`config.mk`:
```
export PLATFORM = sky130hd
export DESIGN_NAME = fixed_width_decimal_writer
export DESIGN_NICKNAME = d
export VERILOG_FILES = /design/src/design/fwdw_pkg.sv /design/src/design/fwdw_bcd.sv /design/src/design/fixed_width_decimal_writer.sv
export SDC_FILE = /design/constraint.sdc
export NUM_CORES = 1
export LEC_CHECK = 0
export BUFFER_PORTS_ARGS = -buffer_cell sky130_fd_sc_hd__buf_2
export CAP_MARGIN = 40
export CORE_ASPECT_RATIO = 1.4
export CORE_MARGIN = 5
export CORE_UTILIZATION = 31
export CTS_CLUSTER_SIZE = 28
export DETAILED_ROUTE_END_ITERATION = 10
export PLACE_DENSITY_LB_ADDON = 0.08
export SLEW_MARGIN = 40
export SYNTH_ARGS = -nofsm -noshare
export SYNTH_HDL_FRONTEND = slang
export SYNTH_SLANG_ARGS = --single-unit
```
`constraint.sdc`:
```
create_clock -name i_clk -period 14.4 [get_ports i_clk]
set_input_delay 0.72 -clock i_clk [delete_from_list [all_inputs] [get_ports i_clk]]
set_output_delay 0.72 -clock i_clk [all_outputs]
set_load 0.01 [all_outputs]
```
`src/design/fwdw_pkg.sv`:
```
package fwdw_pkg;

    localparam int VALUE_W    = 32;
    localparam int NUM_DIGITS = 10;
    localparam int DIGIT_W    = 4;
    localparam int BCD_W      = NUM_DIGITS * DIGIT_W;
    localparam int LEN_W      = 4;
    localparam int CHAR_W     = 8;
    localparam int BIT_CNT_W  = $clog2(VALUE_W);

    localparam logic [CHAR_W-1:0] CHAR_ZERO  = 8'h30;
    localparam logic [CHAR_W-1:0] CHAR_MINUS = 8'h2D;
    localparam logic [CHAR_W-1:0] CHAR_PLUS  = 8'h2B;
    localparam logic [CHAR_W-1:0] CHAR_NONE  = 8'h00;

    // commands from the sequencer to the bcd converter
    typedef struct packed {
        logic load;
        logic shift_digit;
    } t_bcd_cmd;

endpackage

```
`src/design/fwdw_bcd.sv`:
```
module fwdw_bcd
    import fwdw_pkg::*;
(
    input  logic               i_clk,
    input  logic               i_rst_n,
    input  t_bcd_cmd           i_cmd,
    input  logic [VALUE_W-1:0] i_bin,
    output logic               o_busy,
    output logic [DIGIT_W-1:0] o_top_digit
);

    logic [VALUE_W-1:0]   r_bin;
    logic [BCD_W-1:0]     r_bcd;
    logic [BIT_CNT_W-1:0] r_cnt;
    logic                 r_busy;
    logic [BCD_W-1:0]     n_adj;

    // add-3 correction on every digit of five or more
    always_comb begin
        for (int i = 0; i < NUM_DIGITS; i++) begin
            if (r_bcd[i*DIGIT_W +: DIGIT_W] >= DIGIT_W'(5)) begin
                n_adj[i*DIGIT_W +: DIGIT_W] = r_bcd[i*DIGIT_W +: DIGIT_W] + DIGIT_W'(3);
            end else begin
                n_adj[i*DIGIT_W +: DIGIT_W] = r_bcd[i*DIGIT_W +: DIGIT_W];
            end
        end
    end

    always_ff @(posedge i_clk) begin
        if (!i_rst_n) begin
            r_busy <= 1'b0;
            r_cnt  <= '0;
        end else if (i_cmd.load) begin
            r_bin  <= i_bin;
            r_bcd  <= '0;
            r_cnt  <= '0;
            r_busy <= 1'b1;
        end else if (r_busy) begin
            r_bcd <= {n_adj[BCD_W-2:0], r_bin[VALUE_W-1]};
            r_bin <= {r_bin[VALUE_W-2:0], 1'b0};
            r_cnt <= r_cnt + BIT_CNT_W'(1);
            if (r_cnt == BIT_CNT_W'(VALUE_W - 1)) begin
                r_busy <= 1'b0;
            end
        end else if (i_cmd.shift_digit) begin
            r_bcd <= {r_bcd[BCD_W-DIGIT_W-1:0], {DIGIT_W{1'b0}}};
        end
    end

    assign o_busy      = r_busy;
    assign o_top_digit = r_bcd[BCD_W-1 -: DIGIT_W];

endmodule

```
`src/design/fixed_width_decimal_writer.sv`:
```
// fixed-width decimal writer
//
// input channel (i_in_valid / o_in_ready): one transaction carries i_func
// (0 unsigned, 1 signed), i_value and i_field_length. the block takes one
// transaction at a time; o_in_ready is high only while it is idle.
// output channel (o_out_valid / i_out_ready): a run of result transactions
// per input, each with o_out_char, o_char_valid, o_ok and o_last. signed
// mode sends '+' or '-' first, then field_length-1 (at least one) digits,
// zero-padded, most significant first. a failing input ends its run with
// one result that has no character, o_ok=0 and o_last=1.
// conversion: a shift-and-add-3 converter takes the value one bit per cycle,
// then unused leading digits are dropped one per cycle and digits leave
// one per cycle while the output stage is free. a too-wide value fails
// once a nonzero digit is found above the field, too-large lengths fail
// without waiting for the converter; the next item can be accepted once
// its last result is in the output stage, even before that result is taken.
// a registered output stage holds the result while the receiver stalls;
// before loading a result, the sequencer waits until that stage is free.
// reset (synchronous, active low) returns to idle and empties the output.
module fixed_width_decimal_writer
    import fwdw_pkg::*;
(
    input  logic               i_clk,
    input  logic               i_rst_n,
    input  logic               i_in_valid,
    output logic               o_in_ready,
    input  logic               i_func,
    input  logic [VALUE_W-1:0] i_value,
    input  logic [LEN_W-1:0]   i_field_length,
    output logic               o_out_valid,
    input  logic               i_out_ready,
    output logic [CHAR_W-1:0]  o_out_char,
    output logic               o_char_valid,
    output logic               o_ok,
    output logic               o_last
);

    typedef enum logic [2:0] {
        ST_IDLE,
        ST_SIGN,
        ST_CONV,
        ST_ALIGN,
        ST_EMIT,
        ST_FAIL
    } t_state;

    t_state             r_state;
    logic               r_neg;
    logic               r_fail;
    logic [LEN_W-1:0]   r_ndig;    // digits to emit, 1..10 for a passing input
    logic [LEN_W-1:0]   r_skip;    // leading digits still to drop
    logic [LEN_W-1:0]   r_left;    // digits still to emit

    logic               r_o_valid;
    logic [CHAR_W-1:0]  r_o_char;
    logic               r_o_char_valid;
    logic               r_o_ok;
    logic               r_o_last;

    logic               w_accept;
    logic               w_out_free;
    logic               w_emit;
    logic [VALUE_W-1:0] w_mag;
    logic [LEN_W-1:0]   w_ulen;
    logic               w_fail;
    t_bcd_cmd           w_cmd;
    logic               w_busy;
    logic [DIGIT_W-1:0] w_top_digit;

    assign w_accept   = i_in_valid && o_in_ready;
    assign w_out_free = !r_o_valid || i_out_ready;

    // the sequencer loads a new result into the output stage this cycle
    assign w_emit = w_out_free &&
                    ((r_state == ST_SIGN) || (r_state == ST_EMIT) || (r_state == ST_FAIL));

    // magnitude; the most negative value wraps onto 2^31 as unsigned
    assign w_mag = (i_func && i_value[VALUE_W-1]) ? (VALUE_W'(0) - i_value) : i_value;

    // digit count of the unsigned part and early failure
    always_comb begin
        if (i_func) begin
            w_ulen = i_field_length - LEN_W'(1);
            w_fail = (i_field_length == '0) || (w_ulen > LEN_W'(NUM_DIGITS));
        end else begin
            w_ulen = i_field_length;
            w_fail = (w_ulen > LEN_W'(NUM_DIGITS));
        end
    end

    always_comb begin
        w_cmd.load        = w_accept;
        w_cmd.shift_digit = 1'b0;
        unique case (r_state)
            ST_ALIGN: w_cmd.shift_digit = (r_skip != '0) && (w_top_digit == '0);
            ST_EMIT:  w_cmd.shift_digit = w_out_free;
            default:  w_cmd.shift_digit = 1'b0;
        endcase
    end

    fwdw_bcd u_bcd (
        .i_clk       (i_clk),
        .i_rst_n     (i_rst_n),
        .i_cmd       (w_cmd),
        .i_bin       (w_mag),
        .o_busy      (w_busy),
        .o_top_digit (w_top_digit)
    );

    always_ff @(posedge i_clk) begin
        if (!i_rst_n) begin
            r_state   <= ST_IDLE;
            r_o_valid <= 1'b0;
        end else begin
            // output stage drains when taken and nothing new is loaded
            if (r_o_valid && i_out_ready && !w_emit) begin
                r_o_valid <= 1'b0;
            end
            unique case (r_state)
                ST_IDLE: begin
                    if (w_accept) begin
                        r_neg  <= i_func && i_value[VALUE_W-1];
                        r_fail <= w_fail;
                        r_ndig <= (w_ulen == '0) ? LEN_W'(1) : w_ulen;
                        if (i_func) begin
                            r_state <= ST_SIGN;
                        end else if (w_fail) begin
                            r_state <= ST_FAIL;
                        end else begin
                            r_state <= ST_CONV;
                        end
                    end
                end
                ST_SIGN: begin
                    if (w_out_free) begin
                        r_o_valid      <= 1'b1;
                        r_o_char       <= r_neg ? CHAR_MINUS : CHAR_PLUS;
                        r_o_char_valid <= 1'b1;
                        r_o_ok         <= 1'b0;
                        r_o_last       <= 1'b0;
                        r_state        <= r_fail ? ST_FAIL : ST_CONV;
                    end
                end
                ST_CONV: begin
                    // converter is already running since acceptance
                    if (!w_busy) begin
                        r_skip  <= LEN_W'(NUM_DIGITS) - r_ndig;
                        r_left  <= r_ndig;
                        r_state <= ST_ALIGN;
                    end
                end
                ST_ALIGN: begin
                    // a nonzero digit above the field means the value is too wide
                    if (r_skip == '0) begin
                        r_state <= ST_EMIT;
                    end else if (w_top_digit != '0) begin
                        r_state <= ST_FAIL;
                    end else begin
                        r_skip <= r_skip - LEN_W'(1);
                    end
                end
                ST_EMIT: begin
                    if (w_out_free) begin
                        r_o_valid      <= 1'b1;
                        r_o_char       <= CHAR_ZERO + CHAR_W'(w_top_digit);
                        r_o_char_valid <= 1'b1;
                        r_o_ok         <= (r_left == LEN_W'(1));
                        r_o_last       <= (r_left == LEN_W'(1));
                        r_left         <= r_left - LEN_W'(1);
                        if (r_left == LEN_W'(1)) begin
                            r_state <= ST_IDLE;
                        end
                    end
                end
                ST_FAIL: begin
                    if (w_out_free) begin
                        r_o_valid      <= 1'b1;
                        r_o_char       <= CHAR_NONE;
                        r_o_char_valid <= 1'b0;
                        r_o_ok         <= 1'b0;
                        r_o_last       <= 1'b1;
                        r_state        <= ST_IDLE;
                    end
                end
                default: r_state <= ST_IDLE;
            endcase
        end
    end

    assign o_in_ready   = (r_state == ST_IDLE);
    assign o_out_valid  = r_o_valid;
    assign o_out_char   = r_o_char;
    assign o_char_valid = r_o_char_valid;
    assign o_ok         = r_o_ok;
    assign o_last       = r_o_last;

endmodule
```
==> flow_summary.ini <==
[pwr]
clkPwrFrac_pct = 18.9
powerDensity_nw_per_um2 = 177
seqPwrFrac_pct = 43.9
irDropWorstVdd_mv = 0.0734
switching_share_pct = 38.0
switchingPower_mw = 0.487
power_frac_comb_pct = 37.2
leakage_nw = 2.68
power.internal_mw = 0.796

[grt]
grt_max_degree = 65
grt_pass1_wl_um = 22900
grt_overflow = 0
grtUsageTotal_pct = 11.4
antenna_found_initial = 0
grt_pass1_vias = 4815

[synth]
yosysMostFrequentCell = edfxtp_1
syn_area_um2 = 6460
async_flop_share_pct = 0
seq_area_frac_synth_pct = 47.2
ys.flop_type = edfxtp_1
synth_common_cells = edfxtp_1 (95), nor2_1 (82), nand2_1 (65), o21ai_0 (51), a21oi_1 (39)
ys_types = 51
syn_avg_cell_area_um2 = 9.79
synth_top_area_share_pct = 44.1
syn_inst = 660
yosys_warnings = 0
synth_top_area_cell = edfxtp_1
synth-seq-cells = 105
synth_edf_count = 95
synthTopCellsByArea = edfxtp_1 (44%), ha_1 (6.0%), xnor2_1 (4.9%)

[timing]
period_needed_ns = 2.71
relSlewSlack_pct = 46.7
maxSlewViolCount = 0
setup_violations = 0
finalClockSkew_ns = 0.0142
rsz0062_at_grt = no
finalSetupTns_ns = 0
worst_pin_slew_ns = 0.800
max_freq_mhz = 369
period_share_pct = 18.8
hold_viol_final = 0

[hold_path]
hold_path.class = reg2reg

[die]
die_h_um = 181
dieArea_um2 = 23900
ios = 54
die_x_um = 132
core_um2 = 20600
start_util_pct = 31.4
rows = 62

[clocking]
clk_pin_slew_worst_paths_ns = 0.08
cts_buffers = 9
ctsResizeCount = 0
clk_latency_ns = 0.36
ctsHtreeMaxLevel = 3
cts_root_buf = clkbuf_16
ctsHoldBuffers = 0
cts_tree = yes
post_cts_buffers = 0
clockBufferDepth = 2
clock_sinks = 105

[critical_path]
worstPathBufferInverterCount = 1
rr_endpoint = u_bcd.r_bcd[9]$_SDFFCE_PP0P_
max_stage_delay_ns = 0.60
worstSetupPathType = reg2reg
crit_end = u_bcd.r_bcd[9]$_SDFFCE_PP0P_
rr_startpoint = r_state[0]$_SDFFE_PN0P_
cp_max_fo = 48
startpoint = r_state[0]$_SDFFE_PN0P_
cp.depth = 5
cpMaxStageDelayCell = and2_4
cp_cell_sequence = nor3_1, and2_4, a211oi_1, a21boi_4, buf_4
worstPathArrival_ns = 2.70
path_delay_family = simple AND/OR/NAND/NOR gates
cp.required_ns = 14.39
r2r_slack_ns = 11.69
startpoint_type = flip-flop
reg2reg_depth = 5
cp-end-kind = flip-flop

[finish]
fin_area_um2 = 7260
final_layout_size_suffix_gt1_share_pct = 12.3
areaGrowthSynthToFinish_pct = 12.4
layout.nets = 769
post-route-util_pct = 35.3
antenna_cells = 0

[routing]
drt_iter0_markers = 196
vias = 4773
viasPerCell = 4.98
drc_errors = 0
drt_wl_total_um = 13600
post_drt_wl_per_cell_um = 14.2
ant_nets = 0
dr.pass1.iters = 4

[run]
max_cap_violations = 0

[placement]
io_buffers = 51
place.gp.congestion = 0.853
dp_hpwl_um = 9710
dpl_cell_area_um2 = 6980

[outcome]
status = finished, final reports clean
## worst min-delay path by stage
stage                                 from                          end  slack, ns  cells after the start
5_1_grt        u_bcd.r_cnt[4]$_SDFFE_PP0P_  u_bcd.r_cnt[4]$_SDFFE_PP0P_       0.54                      2
3_5_place_dp   u_bcd.r_cnt[4]$_SDFFE_PP0P_  u_bcd.r_cnt[4]$_SDFFE_PP0P_       0.49                      2
4_1_cts        u_bcd.r_cnt[4]$_SDFFE_PP0P_  u_bcd.r_cnt[4]$_SDFFE_PP0P_       0.52                      2
6_report       u_bcd.r_cnt[4]$_SDFFE_PP0P_  u_bcd.r_cnt[4]$_SDFFE_PP0P_       0.51                      2
3_3_place_gp   u_bcd.r_cnt[4]$_SDFFE_PP0P_  u_bcd.r_cnt[4]$_SDFFE_PP0P_       0.48                      2
2_1_floorplan  u_bcd.r_cnt[4]$_SDFFE_PP0P_  u_bcd.r_cnt[4]$_SDFFE_PP0P_       0.47                      2
## area by class of cell
cell class	count	area [um2]
clock buffer	9	225
sequential	105	3050
tap	256	320
clock inverter	7	58.8
inverter	38	143
timing repair buffer	55	285
multi-input combinational	488	3180
fill	2069	13300
## cells by family (layout without fill, tap and decap cells)
logic type               after synthesis  count (layout)  synth area share, %
multiplexers                          31              31                 4.80
buffers and inverters                 68             109                 4.08
other                                  1               2               0.0580
flip-flops                           105             105                 47.2
AND/OR/NAND/NOR                      231             231                 17.7
adder cells (fa/ha/maj)               31              31                 6.00
XOR/XNOR                              50              50                 6.78
AO/OA/AOI/OAI                        143             143                 13.3
## flip-flops by register name (all words and copies together) (netlist names)
register and cells:
o_out_char 6, u_bcd.o_busy 1, u_bcd.r_bin 32, o_ok 1, u_bcd.r_bcd 40, r_skip 4, u_bcd.r_cnt 5, o_out_valid 1
r_state 3, o_char_valid 1, r_left 4, o_last 1, r_neg 1, r_fail 1, r_ndig 4
## worst min-delay path, delay by kind of cell (launching register included)
| kind | cells | cell delay, ns |
|---|---|---|
| mux | 1 | 0.07 |
| simple gates | 1 | 0.07 |
| flops | 1 | 0.34 |
## cells in the final DEF, fill, tap and decap left out, types with 31 or more instances in the layout
master and count:
o21ai_0 51, edfxtp_1 95, inv_1 38, ha_1 31, nand2_1 65, nor2_1 82
a21oi_1 39, xnor2_1 36, buf_2 51, mux2i_1 31
## metal layers
layer	global-route usage [%]	vias to the layer above	wire length, um
li1	-	2442	-
met4	4.24	0	291
met3	2.42	17	446
met5	0	-	0
met2	19.7	84	6650
met1	13.9	2230	6220
## power by group through the flow
stage	Clock, mW	Sequential, mW	Combinational, mW
3_3_place_gp	0	0.569	0.481
4_1_cts	0.250	0.565	0.490
2_1_floorplan	0	0.544	0.384
5_1_grt	0.261	0.579	0.553
3_5_place_dp	0	0.571	0.489
6_report	0.242	0.564	0.477
## metrics by stage
stage | setup WS (ns) | cells | power, mW | hold slack, ns
floorplan | 9.52 | 661 | 0.928 | 0.467
global placement | 11.29 | 942 | 1.05 | 0.483
detailed placement | 11.52 | 942 | 1.06 | 0.494
CTS | 11.61 | 958 | 1.30 | 0.515
global route | 11.47 | 958 | 1.39 | 0.543
finish | 11.69 | 958 | 1.28 | 0.509
Note: power is estimated with default switching activity, not from simulation.
